$ cat src/hdl/btndb_pkg.sv
// ---------------------------------------------------------------------------
// btndb_pkg
// shared constants for the button debounce and autorepeat block
// ---------------------------------------------------------------------------
package btndb_pkg;

  // time counter width
  localparam int TimeBitsDefault = 32;

  // configuration port
  localparam int CfgIndexBits = 8;
  localparam int CfgDataBits  = 16;

  localparam logic [CfgIndexBits-1:0] RegAgreeThreshold  = 8'd0;
  localparam logic [CfgIndexBits-1:0] RegSampleDelay     = 8'd1;
  localparam logic [CfgIndexBits-1:0] RegHeldMs          = 8'd2;
  localparam logic [CfgIndexBits-1:0] RegRepeatInitialMs = 8'd3;
  localparam logic [CfgIndexBits-1:0] RegRepeatInterval  = 8'd4;

  // register reset values
  localparam logic [7:0]  AgreeThresholdReset  = 8'd3;
  localparam logic [7:0]  SampleDelayReset     = 8'd5;
  localparam logic [15:0] HeldMsReset          = 16'd1000;
  localparam logic [15:0] RepeatInitialMsReset = 16'd500;
  localparam logic [15:0] RepeatIntervalReset  = 16'd100;

  // stream widths
  localparam int InDataBits  = 8;
  localparam int DurBits     = 32;
  localparam int OutDataBits = 40;

  localparam logic [8:0] DisagreeMax = 9'd511;

endpackage

$ cat src/hdl/button_debounce_autorepeat.sv
// ---------------------------------------------------------------------------
// button_debounce_autorepeat
// debounced push button with press/release events, held flag and autorepeat
// ---------------------------------------------------------------------------
// Each input transfer is one millisecond tick carrying the raw button level;
// each tick gives exactly one result transfer with the debounced state, press
// and release pulses, the on-time at release, the held flag and autorepeat
// pulses. The block takes one tick per clock cycle while the result stream
// is not stalled: a tick is registered at the input, evaluated against the
// debounce and timing state in one pass, and its result lands in the output
// register; the input keeps flowing while a result waits as long as the output
// register frees up in the same cycle. Configuration writes take effect for
// ticks evaluated afterwards and should be made while no tick is in flight.
// ---------------------------------------------------------------------------
module button_debounce_autorepeat #(
  parameter int TIME_BITS = btndb_pkg::TimeBitsDefault
) (
  input  logic                                 clk,
  input  logic                                 rst,
  // input tick stream
  input  logic                                 s_axis_tvalid,
  output logic                                 s_axis_tready,
  input  logic [btndb_pkg::InDataBits-1:0]     s_axis_tdata,   // [0] raw_pressed
  // result stream
  output logic                                 m_axis_tvalid,
  input  logic                                 m_axis_tready,
  // [0] button_on, [1] press_pulse, [2] release_pulse, [34:3] on_duration,
  // [35] held_flag, [36] repeat_pulse
  output logic [btndb_pkg::OutDataBits-1:0]    m_axis_tdata,
  // configuration writes
  input  logic                                 cfg_valid,
  output logic                                 cfg_ready,
  input  logic [btndb_pkg::CfgIndexBits-1:0]   cfg_index,
  input  logic [btndb_pkg::CfgDataBits-1:0]    cfg_data
);

  localparam int TW = TIME_BITS;

  // configuration registers
  logic [7:0]  agree_threshold;
  logic [7:0]  sample_delay;
  logic [15:0] held_ms;
  logic [15:0] repeat_initial_ms;
  logic [15:0] repeat_interval_ms;

  // input register
  logic in_valid;
  logic in_raw;

  // debounce and timing state
  logic          debounced;
  logic [8:0]    disagree_count;
  logic [7:0]    sample_timer;
  logic [TW-1:0] since_change;
  logic [TW-1:0] repeat_target;
  logic          repeat_started;

  logic          debounced_next;
  logic [8:0]    disagree_count_next;
  logic [7:0]    sample_timer_next;
  logic [TW-1:0] since_change_next;
  logic [TW-1:0] repeat_target_next;
  logic          repeat_started_next;

  logic [TW-1:0] since_inc;
  logic [8:0]    disagree_inc;
  logic [TW-1:0] target_mid;
  logic [TW-1:0] rep_step;
  logic [TW:0]   target_sum;
  logic [TW+btndb_pkg::DurBits-1:0] since_ext;

  logic press;
  logic release_ev;
  logic held;
  logic rep;
  logic [btndb_pkg::DurBits-1:0] duration;

  logic advance;

  assign cfg_ready     = 1'b1;
  assign advance       = in_valid && (!m_axis_tvalid || m_axis_tready);
  assign s_axis_tready = !in_valid || advance;

  always_ff @(posedge clk) begin
    if (rst) begin
      agree_threshold    <= btndb_pkg::AgreeThresholdReset;
      sample_delay       <= btndb_pkg::SampleDelayReset;
      held_ms            <= btndb_pkg::HeldMsReset;
      repeat_initial_ms  <= btndb_pkg::RepeatInitialMsReset;
      repeat_interval_ms <= btndb_pkg::RepeatIntervalReset;
    end else if (cfg_valid) begin
      unique case (cfg_index)
        btndb_pkg::RegAgreeThreshold:  agree_threshold    <= cfg_data[7:0];
        btndb_pkg::RegSampleDelay:     sample_delay       <= cfg_data[7:0];
        btndb_pkg::RegHeldMs:          held_ms            <= cfg_data;
        btndb_pkg::RegRepeatInitialMs: repeat_initial_ms  <= cfg_data;
        btndb_pkg::RegRepeatInterval:  repeat_interval_ms <= cfg_data;
        default: ;
      endcase
    end
  end

  always_ff @(posedge clk) begin
    if (rst) begin
      in_valid <= 1'b0;
    end else if (s_axis_tready) begin
      in_valid <= s_axis_tvalid;
    end
  end

  always_ff @(posedge clk) begin
    if (s_axis_tvalid && s_axis_tready) begin
      in_raw <= s_axis_tdata[0];
    end
  end

  always_comb begin
    since_inc    = (since_change == {TW{1'b1}}) ? since_change : since_change + 1'b1;
    disagree_inc = (disagree_count < btndb_pkg::DisagreeMax) ?
                   disagree_count + 1'b1 : disagree_count;
    since_ext    = {{btndb_pkg::DurBits{1'b0}}, since_inc};

    debounced_next      = debounced;
    disagree_count_next = disagree_count;
    sample_timer_next   = sample_timer;
    since_change_next   = since_inc;
    target_mid          = repeat_target;
    repeat_started_next = repeat_started;
    press               = 1'b0;
    release_ev          = 1'b0;
    duration            = '0;

    if (sample_timer >= sample_delay) begin
      sample_timer_next = '0;
      if (in_raw != debounced) begin
        disagree_count_next = disagree_inc;
        if (disagree_inc > 9'(agree_threshold)) begin
          debounced_next      = !debounced;
          disagree_count_next = '0;
          since_change_next   = '0;
          if (!debounced) begin
            press               = 1'b1;
            repeat_started_next = 1'b0;
            target_mid          = '0;
          end else begin
            release_ev = 1'b1;
            // clamp the on-time to the result field width
            duration   = (|since_ext[TW+btndb_pkg::DurBits-1:btndb_pkg::DurBits]) ?
                         {btndb_pkg::DurBits{1'b1}} : since_ext[btndb_pkg::DurBits-1:0];
          end
        end
      end else begin
        disagree_count_next = '0;
      end
    end else begin
      sample_timer_next = sample_timer + 1'b1;
    end

    // next repeat target, saturating on carry out
    rep_step   = repeat_started_next ? TW'(repeat_interval_ms) : TW'(repeat_initial_ms);
    target_sum = {1'b0, target_mid} + {1'b0, rep_step};

    held               = 1'b0;
    rep                = 1'b0;
    repeat_target_next = target_mid;
    if (debounced_next) begin
      held = since_change_next > TW'(held_ms);
      if (since_change_next > target_mid) begin
        rep                 = 1'b1;
        repeat_started_next = 1'b1;
        repeat_target_next  = target_sum[TW] ? {TW{1'b1}} : target_sum[TW-1:0];
      end
    end
  end

  always_ff @(posedge clk) begin
    if (rst) begin
      debounced      <= 1'b0;
      disagree_count <= '0;
      sample_timer   <= '0;
      since_change   <= '0;
      repeat_target  <= '0;
      repeat_started <= 1'b0;
    end else if (advance) begin
      debounced      <= debounced_next;
      disagree_count <= disagree_count_next;
      sample_timer   <= sample_timer_next;
      since_change   <= since_change_next;
      repeat_target  <= repeat_target_next;
      repeat_started <= repeat_started_next;
    end
  end

  always_ff @(posedge clk) begin
    if (rst) begin
      m_axis_tvalid <= 1'b0;
    end else if (advance) begin
      m_axis_tvalid <= 1'b1;
    end else if (m_axis_tready) begin
      m_axis_tvalid <= 1'b0;
    end
  end

  always_ff @(posedge clk) begin
    if (advance) begin
      m_axis_tdata <= {3'b000, rep, held, duration, release_ev, press, debounced_next};
    end
  end

endmodule
$ cat config.mk
export PLATFORM = sky130hd
export DESIGN_NAME = button_debounce_autorepeat
export DESIGN_NICKNAME = d
export VERILOG_FILES = /design/src/hdl/btndb_pkg.sv /design/src/hdl/button_debounce_autorepeat.sv
export SDC_FILE = /design/constraint.sdc
export NUM_CORES = 1
export LEC_CHECK = 0
export BUFFER_PORTS_ARGS = -buffer_cell sky130_fd_sc_hd__buf_4
export CAP_MARGIN = 20
export CELL_PAD_IN_SITES_DETAIL_PLACEMENT = 1
export CELL_PAD_IN_SITES_GLOBAL_PLACEMENT = 2
export CORE_MARGIN = 2
export CORE_UTILIZATION = 37
export DETAILED_ROUTE_END_ITERATION = 10
export PLACE_DENSITY_LB_ADDON = 0.1
export SKIP_CTS_REPAIR_TIMING = 1
export SYNTH_ARGS = -nofsm -noshare
export SYNTH_HDL_FRONTEND = slang
export SYNTH_SLANG_ARGS = --single-unit
$ cat constraint.sdc
create_clock -name clk -period 7.49 [get_ports clk]
set_clock_uncertainty 0.05 [all_clocks]
set_input_delay 0.3745 -clock clk [delete_from_list [all_inputs] [get_ports clk]]
set_output_delay 0.3745 -clock clk [all_outputs]
set_load 0.05 [all_outputs]
==> results of run 1 <==
## area by class of cell
cell class                 instances  area (µm²)
tap                              390         488
multi-input combinational       1008        6530
clock buffer                      22         485
sequential                       187        4120
timing repair buffer              78         586
inverter                          67         251
fill                            3570       17100
clock inverter                    10        88.8
## through the flow
stage	setup slack [ns]	util	cell area [µm²]
2_1_floorplan	1.47	-	11200
3_3_place_gp	0.954	0.404	12000
3_5_place_dp	0.877	0.404	12000
4_1_cts	0.851	0.424	12600
5_1_grt	0.183	0.424	12600
6_report	0.874	0.424	12600
## power by group through the flow
stage	clock (mW)	sequential [mW]	combinational, mW
2_1_floorplan	0	1.10	0.0517
3_3_place_gp	0	1.07	0.139
3_5_place_dp	0	1.07	0.141
4_1_cts	0.936	1.04	0.141
5_1_grt	0.970	1.05	0.150
6_report	0.911	1.04	0.139
## cell usage in the layout, fill, tap and decap left out, types with 4 or more instances in the layout
cell type and count:
nand2b_1 9, nor2_1 160, or4_1 5, a211oi_1 24, a21oi_1 101, and2_1 16, ha_1 82, clkbuf_16 18
inv_1 64, dfxtp_1 149, clkinv_2 5, nand4_1 26, conb_1 4, o21bai_1 6, buf_4 78, mux2_2 16
nor2b_1 12, xor2_1 24, a211o_1 5, nand3_1 33, o21ai_0 31, a22o_1 5, mux2i_1 50, and4_1 8
nor4_1 10, nand2_1 174, o211ai_1 16, and3_1 12, nor3_1 25, o21a_1 12, a31oi_1 17, edfxtp_1 38
or2_2 7, a21o_1 19, o22ai_1 5, xnor2_1 31
## cell families after synthesis
logic type / after synthesis / share of synthesized area
and+or+nand+nor: 514 / 0.214
adders and majority gates: 83 / 0.0938
muxes: 66 / 0.0610
DFF: 187 / 0.370
AOI/OAI and AO/OA: 286 / 0.171
xor gates and xnor gates: 55 / 0.0432
other: 2 / 0.000673
buffers and inverters: 129 / 0.0469
## registers in the layout, indices dropped and copies added, names as in the netlist
| name | cells |
|---|---|
| repeat_target | 32 |
| since_change | 32 |
| repeat_started | 1 |
| sample_timer | 8 |
| repeat_interval_ms | 16 |
| disagree_count | 9 |
| m_axis_tvalid | 1 |
| m_axis_tdata | 37 |
| in_raw | 1 |
| in_valid | 1 |
| repeat_initial_ms | 16 |
| held_ms | 16 |
| debounced | 1 |
| agree_threshold | 8 |
| sample_delay | 8 |
## path summary, 6_finish.rpt
path	startpoint	end	cells past startpoint
max	disagree_count[3]	repeat_target[12]	24
min	s_axis_tdata[0]	in_raw	1
max reg2reg	disagree_count[3]	repeat_target[12]	24
min reg2reg	repeat_target[9]	repeat_target[9]	2
## critical path, stage by stage, from the launching register on
cell	delay, ns
dfxtp_1	0.38
and4_4	0.20
and3_1	0.20
a31oi_1	0.38
and3_1	0.26
nand3_1	0.10
xnor2_1	0.23
ha_1	0.28
o21a_1	0.17
o21a_1	0.18
o221a_2	0.27
o2111ai_4	0.24
nand2_1	0.52
mux2_2	0.49
ha_1	0.37
a21o_1	0.19
a21o_1	0.18
a21o_1	0.22
a31oi_1	0.24
o31ai_1	0.13
a2111oi_0	0.47
nand2_1	0.25
nor2_1	0.15
buf_4	0.20
a211oi_1	0.09
## metal layers
metal | up-vias | part of all wire | GRT usage
li1 | 4764 | - | -
met1 | 4668 | 0.52 | 0.318
met2 | 121 | 0.45 | 0.341
met3 | 22 | 0.026 | 0.0296
met4 | 0 | 0.0081 | 0.0434
met5 | - | 0 | 0
==> flow_summary.json, run 1 <==
{
  "rrSetupSlack_ns": 0.87,
  "clockBufferDepth": 2,
  "cp-end-kind": "flip-flop",
  "synth_area_leaders": "dfxtp_1 (27%), edfxtp_1 (10%), ha_1 (9.2%)",
  "yosys-top-cells-count": "nand2_1 (174), nor2_1 (160), dfxtp_1 (149)",
  "cts.sinks": 187,
  "setup_violations": 0,
  "ys_seq_area_frac": 0.370,
  "synthToLayoutAreaGrowth_pct": 12.5,
  "syn_area_um2": 11200,
  "cp.arrival_ns": 6.86,
  "diodes": 0,
  "syn_avg_cell_area_um2": 8.44,
  "die-area_um2": 31600,
  "status": "finished clean",
  "drt_iter0_drc": 543,
  "whs_ns": 0.0555,
  "dp.cells": 1730,
  "synth_top_cell_by_area": "dfxtp_1",
  "die_y_um": 178,
  "period_needed_ns": 6.62,
  "final_antenna_net_count": 0,
  "async_flop_share": 0,
  "io_buffers": 68,
  "grt_pass1_wl_mm": 53.5,
  "fin_tns_setup_ns": 0,
  "rows": 63,
  "cp_max_fo": 16,
  "grt_pass1_vias": 9705,
  "yosysTopAreaCellShare": 0.267,
  "hold_viol": 0,
  "seqPwrFrac": 0.499,
  "synth_cells": 1322,
  "slew_headroom": 0.280,
  "powerDensity_nw_per_um2": 167,
  "synth_cell_type_count": 80,
  "clkTransAtPathRegs_ns": 0.07,
  "vias_per_cell": 5.43,
  "gr-total-overflow": 0,
  "crit_type": "reg2reg",
  "tightest_slew_ns": 1.08,
  "drc": 0,
  "synth_seq_cells": 187,
  "final_cells": 1762,
  "initial_utilization": 0.376,
  "irDropWorstVdd_uv": 149,
  "gp_congestion": 0.808,
  "synth-edff-count": 38,
  "p_int_mw": 1.57,
  "antenna_found_initial": 0,
  "yosysMostFrequentCell": "nand2_1",
  "swShare": 0.249,
  "vias": 9575,
  "cap_violations": 0,
  "comb_power_share": 0.067,
  "switchingPower_mw": 0.523,
  "pwr-share-clk": 0.435,
  "numCtsBuffers": 17,
  "p_total_mw": 2.09,
  "wl_mm": 33.3,
  "cellLeakagePower_nw": 4.94,
  "drt-pass1-iter-count": 7,
  "dpl.hpwl_mm": 24.3,
  "drt-wirelength-per-cell_um": 18.9,
  "required_ns": 7.73,
  "coreArea_um2": 29600,
  "rsz0062_at_grt": "no",
  "h-tree-depth": 4,
  "fmax_ghz": 0.151,
  "ys.flop_type": "dfxtp_1",
  "ys_warn_count": 0,
  "post-route-period-util": 0.883,
  "min_path_type": "in2reg",
  "grt_max_degree": 60,
  "final_net_count": 1479,
  "cts_root_buf": "clkbuf_16",
  "clk_latency_ns": 0.45,
  "cts_tree": "built",
  "die_w_um": 178,
  "gr-usage-all-layers": 0.218,
  "slew_viol_final": 0,
  "top_level_ports": 80,
  "start_kind": "flip-flop",
  "layout-drive-gt1-share": 0.111
}
No activity file was read; power rests on OpenSTA's default activity.
==> run 2: changes to the inputs <==
--- a/config.mk
+++ b/config.mk
@@ -13,6 +13,7 @@
 export CORE_UTILIZATION = 37
 export DETAILED_ROUTE_END_ITERATION = 10
 export PLACE_DENSITY_LB_ADDON = 0.1
+export REMOVE_ABC_BUFFERS = 1
 export SKIP_CTS_REPAIR_TIMING = 1
 export SYNTH_ARGS = -nofsm -noshare
 export SYNTH_HDL_FRONTEND = slang
==> flow_summary.json, run 2 (synthesized netlist as in run 1, its figures left out) <==
{
  "cp.arrival_ns": 6.81,
  "powerDensity_nw_per_um2": 166,
  "wl_met1_mm": 17.1,
  "highest_layer": "met4",
  "crit_type": "reg2reg",
  "required_ns": 7.74,
  "final_net_count": 1482,
  "path_buf_inv": 2,
  "final_cell_area_um2": 12600,
  "min_path_type": "in2reg",
  "top_level_ports": 80,
  "grt_pass1_wl_mm": 54.0,
  "clockBufferDepth": 2,
  "grt_pass1_vias": 9570,
  "die_y_um": 178,
  "top_regs": "m_axis_tdata (37), repeat_target (32), since_change (32)",
  "io_buffers": 68,
  "final_antenna_net_count": 0,
  "vias_per_cell": 5.42,
  "met2_length_mm": 14.8,
  "cp-end-kind": "flip-flop",
  "wl_met3_um": 846,
  "cts_tree": "built",
  "final_common_cell": "nand2_1",
  "slew_viol_final": 0,
  "period_needed_ns": 6.56,
  "cellLeakagePower_nw": 4.94,
  "antenna_found_initial": 0,
  "final_cell_mix": "nand2_1 (174), nor2_1 (160), dfxtp_1 (149)",
  "slew_headroom": 0.375,
  "gr-total-overflow": 0,
  "hold_viol": 0,
  "fin_tns_setup_ns": 0,
  "initial_utilization": 0.376,
  "gr-usage-all-layers": 0.219,
  "cap_violations": 0,
  "synthToLayoutAreaGrowth_pct": 12.8,
  "numCtsBuffers": 17,
  "status": "finished clean",
  "fmax_ghz": 0.153,
  "gp_congestion": 0.788,
  "grt_max_degree": 70,
  "drt-pass1-iter-count": 5,
  "layout-drive-gt1-share": 0.110,
  "diodes": 0,
  "critPathTopFamily": "compound AO/OA/AOI/OAI gates",
  "coreArea_um2": 29600,
  "setup_violations": 0,
  "h-tree-depth": 4,
  "largest_register": "m_axis_tdata",
  "drt_iter0_drc": 552,
  "placed_cell_area_um2": 12000,
  "cts.sinks": 187,
  "start_kind": "flip-flop",
  "die-area_um2": 31600,
  "tightest_slew_ns": 0.935,
  "max_stage_delay_ns": 0.58,
  "die_w_um": 178,
  "vias": 9569,
  "rows": 63,
  "drt-wirelength-per-cell_um": 18.7,
  "cts_root_buf": "clkbuf_16",
  "wl_mm": 33.0,
  "rsz0062_at_grt": "no",
  "irDropWorstVdd_uv": 152,
  "post-route-period-util": 0.875,
  "largest_reg_flops": 37,
  "drc": 0,
  "dpl.hpwl_mm": 24.4,
  "clkTransAtPathRegs_ns": 0.07,
  "clk_latency_ns": 0.45,
  "cp_max_fo": 18,
  "cpMaxStageDelayCell": "a2111oi_0"
}
run 2: cell types whose count changed in the layout (fill, tap and decap cells not counted), sizes merged:
cell	before	now
clkbuf	22	20
bufinv	1	2
buf	78	81
clkinvlp	1	2
run 2: layout make-up:
class	count	area, µm²
Multi-Input combinational cell	1008	6530
Timing Repair Buffer	81	628
Tap cell	390	488
Sequential cell	187	4120
Fill cell	3577	17100
Clock inverter	12	124
Clock buffer	20	437
Inverter	67	251
run 2: worst reg2reg max path, delay by kind of cell, from the launching register on:
| family | cells | cell delay, ns |
|---|---|---|
| AND/OR/NAND/NOR | 8 | 1.67 |
| adder cells (fa/ha/maj) | 2 | 0.67 |
| AO/OA/AOI/OAI | 12 | 2.93 |
| buffers and inverters | 2 | 0.54 |
| flip-flops | 1 | 0.38 |
| XOR/XNOR | 1 | 0.17 |
run 2: worst paths after layout:
| kind | start | slack (ns) | end | cells after the start |
|---|---|---|---|---|
| hold reg to reg | repeat_target[14] | 0.41 | repeat_target[14] | 2 |
| setup reg to reg | disagree_count[3] | 0.93 | repeat_target[14] | 25 |
| setup / recovery | disagree_count[3] | 0.93 | repeat_target[14] | 25 |
| hold / removal | s_axis_tdata[0] | 0.06 | in_raw | 1 |
run 2: routing by layer:
layer	up-vias	GRT usage
met1	4665	0.321
met2	103	0.342
met5	-	0
met4	0	0.0430
li1	4782	-
met3	19	0.0321
run 2: power breakdown:
part | internal, mW | switching, mW
combinational | 0.0385 | 0.0992
sequential | 1.04 | 0.00647
clock | 0.489 | 0.414
run 2: through the flow:
step	util	hold slack (ns)	instances	total power, mW	worst slack (ns)
finish	0.425	0.0586	1765	2.09	0.933
floorplan	-	0.376	1262	1.14	0.699
global route	0.425	0.0397	1765	2.15	0.163
detailed placement	0.406	0.398	1733	1.21	0.788
CTS	0.424	0.0388	1765	2.11	0.762
global placement	0.405	0.387	1732	1.20	0.923
==> run 3: changes to the inputs <==
--- a/config.mk
+++ b/config.mk
@@ -5,12 +5,13 @@
 export SDC_FILE = /design/constraint.sdc
 export NUM_CORES = 1
 export LEC_CHECK = 0
+export ABC_AREA = 1
 export BUFFER_PORTS_ARGS = -buffer_cell sky130_fd_sc_hd__buf_4
 export CAP_MARGIN = 20
 export CELL_PAD_IN_SITES_DETAIL_PLACEMENT = 1
 export CELL_PAD_IN_SITES_GLOBAL_PLACEMENT = 2
 export CORE_MARGIN = 2
-export CORE_UTILIZATION = 37
+export CORE_UTILIZATION = 36
 export DETAILED_ROUTE_END_ITERATION = 10
 export PLACE_DENSITY_LB_ADDON = 0.1
 export REMOVE_ABC_BUFFERS = 1
==> flow_summary.json, run 3 <==
{
  "timing.rr.end": "repeat_target[29]",
  "grt_pass1_wl_mm": 53.0,
  "pwr-share-clk": 0.429,
  "die-area_um2": 33000,
  "max_stage_delay_ns": 0.65,
  "top_level_ports": 80,
  "async_flop_share": 0,
  "top_regs": "m_axis_tdata (37), repeat_target (32), since_change (32)",
  "fin_tns_setup_ns": 0,
  "required_ns": 7.79,
  "yosysMostFrequentCell": "nand2_1",
  "slew_viol_final": 0,
  "fin_util": 0.411,
  "final_cell_mix": "nand2_1 (249), inv_1 (221), a21oi_1 (156)",
  "p_total_mw": 2.29,
  "drt-wirelength-per-cell_um": 16.2,
  "irDropWorstVdd_uv": 174,
  "p_int_mw": 1.68,
  "rrSetupSlack_ns": 1.33,
  "critPathLaunch": "disagree_count[0]",
  "diodes": 0,
  "cpMaxStageDelayCell": "nand4_4",
  "synthToLayoutAreaGrowth_pct": 13.2,
  "clkTransAtPathRegs_ns": 0.07,
  "cp-endpoint": "repeat_target[29]",
  "period_needed_ns": 6.16,
  "cp-end-kind": "flip-flop",
  "vias_per_cell": 5.04,
  "seqPwrFrac": 0.465,
  "synth_cells": 1513,
  "tightest_slew_ns": 0.985,
  "die_y_um": 182,
  "final_antenna_net_count": 0,
  "final_net_count": 1679,
  "yosys-top-cells-count": "nand2_1 (249), inv_1 (221), a21oi_1 (156)",
  "powerDensity_nw_per_um2": 178,
  "swShare": 0.268,
  "syn_area_um2": 11400,
  "clk_latency_ns": 0.46,
  "hold_viol": 0,
  "dpl.hpwl_mm": 24.0,
  "grt_pass1_vias": 10142,
  "wl_mm": 32.0,
  "synth_area_leaders": "dfxtp_1 (26%), edfxtp_1 (10%), ha_1 (9.0%)",
  "cellLeakagePower_nw": 5.79,
  "cts_root_buf": "clkbuf_16",
  "gr-total-overflow": 0,
  "io_buffers": 68,
  "ys_warn_count": 0,
  "largest_reg_flops": 37,
  "coreArea_um2": 31300,
  "initial_utilization": 0.363,
  "multiInputGateArea_um2": 6150,
  "path_buf_inv": 2,
  "vias": 9940,
  "ys.flop_type": "dfxtp_1",
  "grt_max_degree": 100,
  "critPathTopFamily": "simple AND/OR/NAND/NOR gates",
  "cp.depth": 37,
  "final-seq-area_um2": 4120,
  "switchingPower_mw": 0.614,
  "slew_headroom": 0.343,
  "yosysTopAreaCellShare": 0.262,
  "synth_top_cell_by_area": "dfxtp_1",
  "status": "finished clean",
  "gp_congestion": 0.782,
  "drt-pass1-iter-count": 4,
  "drt_iter0_drc": 482,
  "synth-edff-count": 38,
  "fmax_ghz": 0.162,
  "rows": 65,
  "layout-drive-gt1-share": 0.127,
  "synth_seq_cells": 187,
  "rsz0062_at_grt": "no",
  "start_kind": "flip-flop",
  "comb_power_share": 0.106,
  "post-route-period-util": 0.823,
  "r2r-start": "disagree_count[0]",
  "h-tree-depth": 4,
  "largest_register": "m_axis_tdata",
  "die_w_um": 182,
  "syn_avg_cell_area_um2": 7.51,
  "cp_max_fo": 40,
  "drc": 0,
  "crit_type": "reg2reg",
  "numCtsBuffers": 17,
  "ys_seq_area_frac": 0.363,
  "cts.sinks": 187,
  "antenna_found_initial": 0,
  "final_common_cell": "nand2_1",
  "cts_tree": "built",
  "setup_violations": 0,
  "cap_violations": 0,
  "synth_cell_type_count": 54,
  "cp.arrival_ns": 6.47,
  "fill_cells": 3834,
  "clockBufferDepth": 2,
  "crit_top_cell": "nand2_1",
  "r2r_cells": 37,
  "gr-usage-all-layers": 0.201,
  "min_path_type": "in2reg"
}
## run 3: metrics by stage
| stage | setup slack [ns] | cells | hold slack (ns) | area [µm²] |
|---|---|---|---|---|
| 6_report | 1.33 | 1974 | 0.0484 | 12900 |
| 4_1_cts | 1.17 | 1974 | 0.0203 | 12900 |
| 5_1_grt | 0.655 | 1974 | 0.0311 | 12900 |
| 3_5_place_dp | 1.27 | 1942 | 0.405 | 12200 |
| 2_1_floorplan | 2.33 | 1461 | 0.386 | 11100 |
| 3_3_place_gp | 1.36 | 1942 | 0.400 | 12200 |
## run 3: cell type report
class,instances,area share
multi-input cells,1044,0.478
flip-flops and latches,187,0.320
inverters,230,0.0672
repair buffers,79,0.0461
clock buffers,22,0.0394
well taps,402,0.0391
clock inverters,10,0.00963
## run 3: power by group through the flow
stage | clock, mW | combinational (mW) | sequential [mW]
global placement | 0 | 0.240 | 1.09
floorplan | 0 | 0.134 | 1.11
detailed placement | 0 | 0.245 | 1.09
finish | 0.984 | 0.244 | 1.07
global route | 1.05 | 0.276 | 1.07
CTS | 1.02 | 0.247 | 1.07
## run 3: layer usage
layer  track usage  vias to the layer above  wire length [µm]
met4        0.0540                        0               448
li1              -                     5085                 -
met3        0.0295                       22               782
met2         0.321                      120             14100
met5             0                        -                 0
met1         0.284                     4713             16700
## run 3: kinds of logic (layout without fill, tap and decap cells)
family	after synthesis	after routing	synth area share
AND/OR/NAND/NOR	545	545	0.223
AO/OA/AOI/OAI	341	341	0.165
buffers and inverters	284	341	0.0977
flip-flops	187	187	0.363
adder cells (fa/ha/maj)	83	83	0.0920
XOR/XNOR	56	56	0.0431
multiplexers	15	15	0.0149
other	2	4	0.000661
## run 3: worst min path at each step
| stage | start | end | slack, ns | depth (start not counted) |
|---|---|---|---|---|
| floorplan | repeat_interval_ms[10] | repeat_interval_ms[10] | 0.39 | 2 |
| global placement | repeat_interval_ms[10] | repeat_interval_ms[10] | 0.40 | 2 |
| detailed placement | repeat_interval_ms[12] | repeat_interval_ms[12] | 0.41 | 2 |
| CTS | s_axis_tdata[0] | in_raw | 0.02 | 1 |
| global route | s_axis_tdata[0] | in_raw | 0.03 | 1 |
| finish | s_axis_tdata[0] | in_raw | 0.05 | 1 |
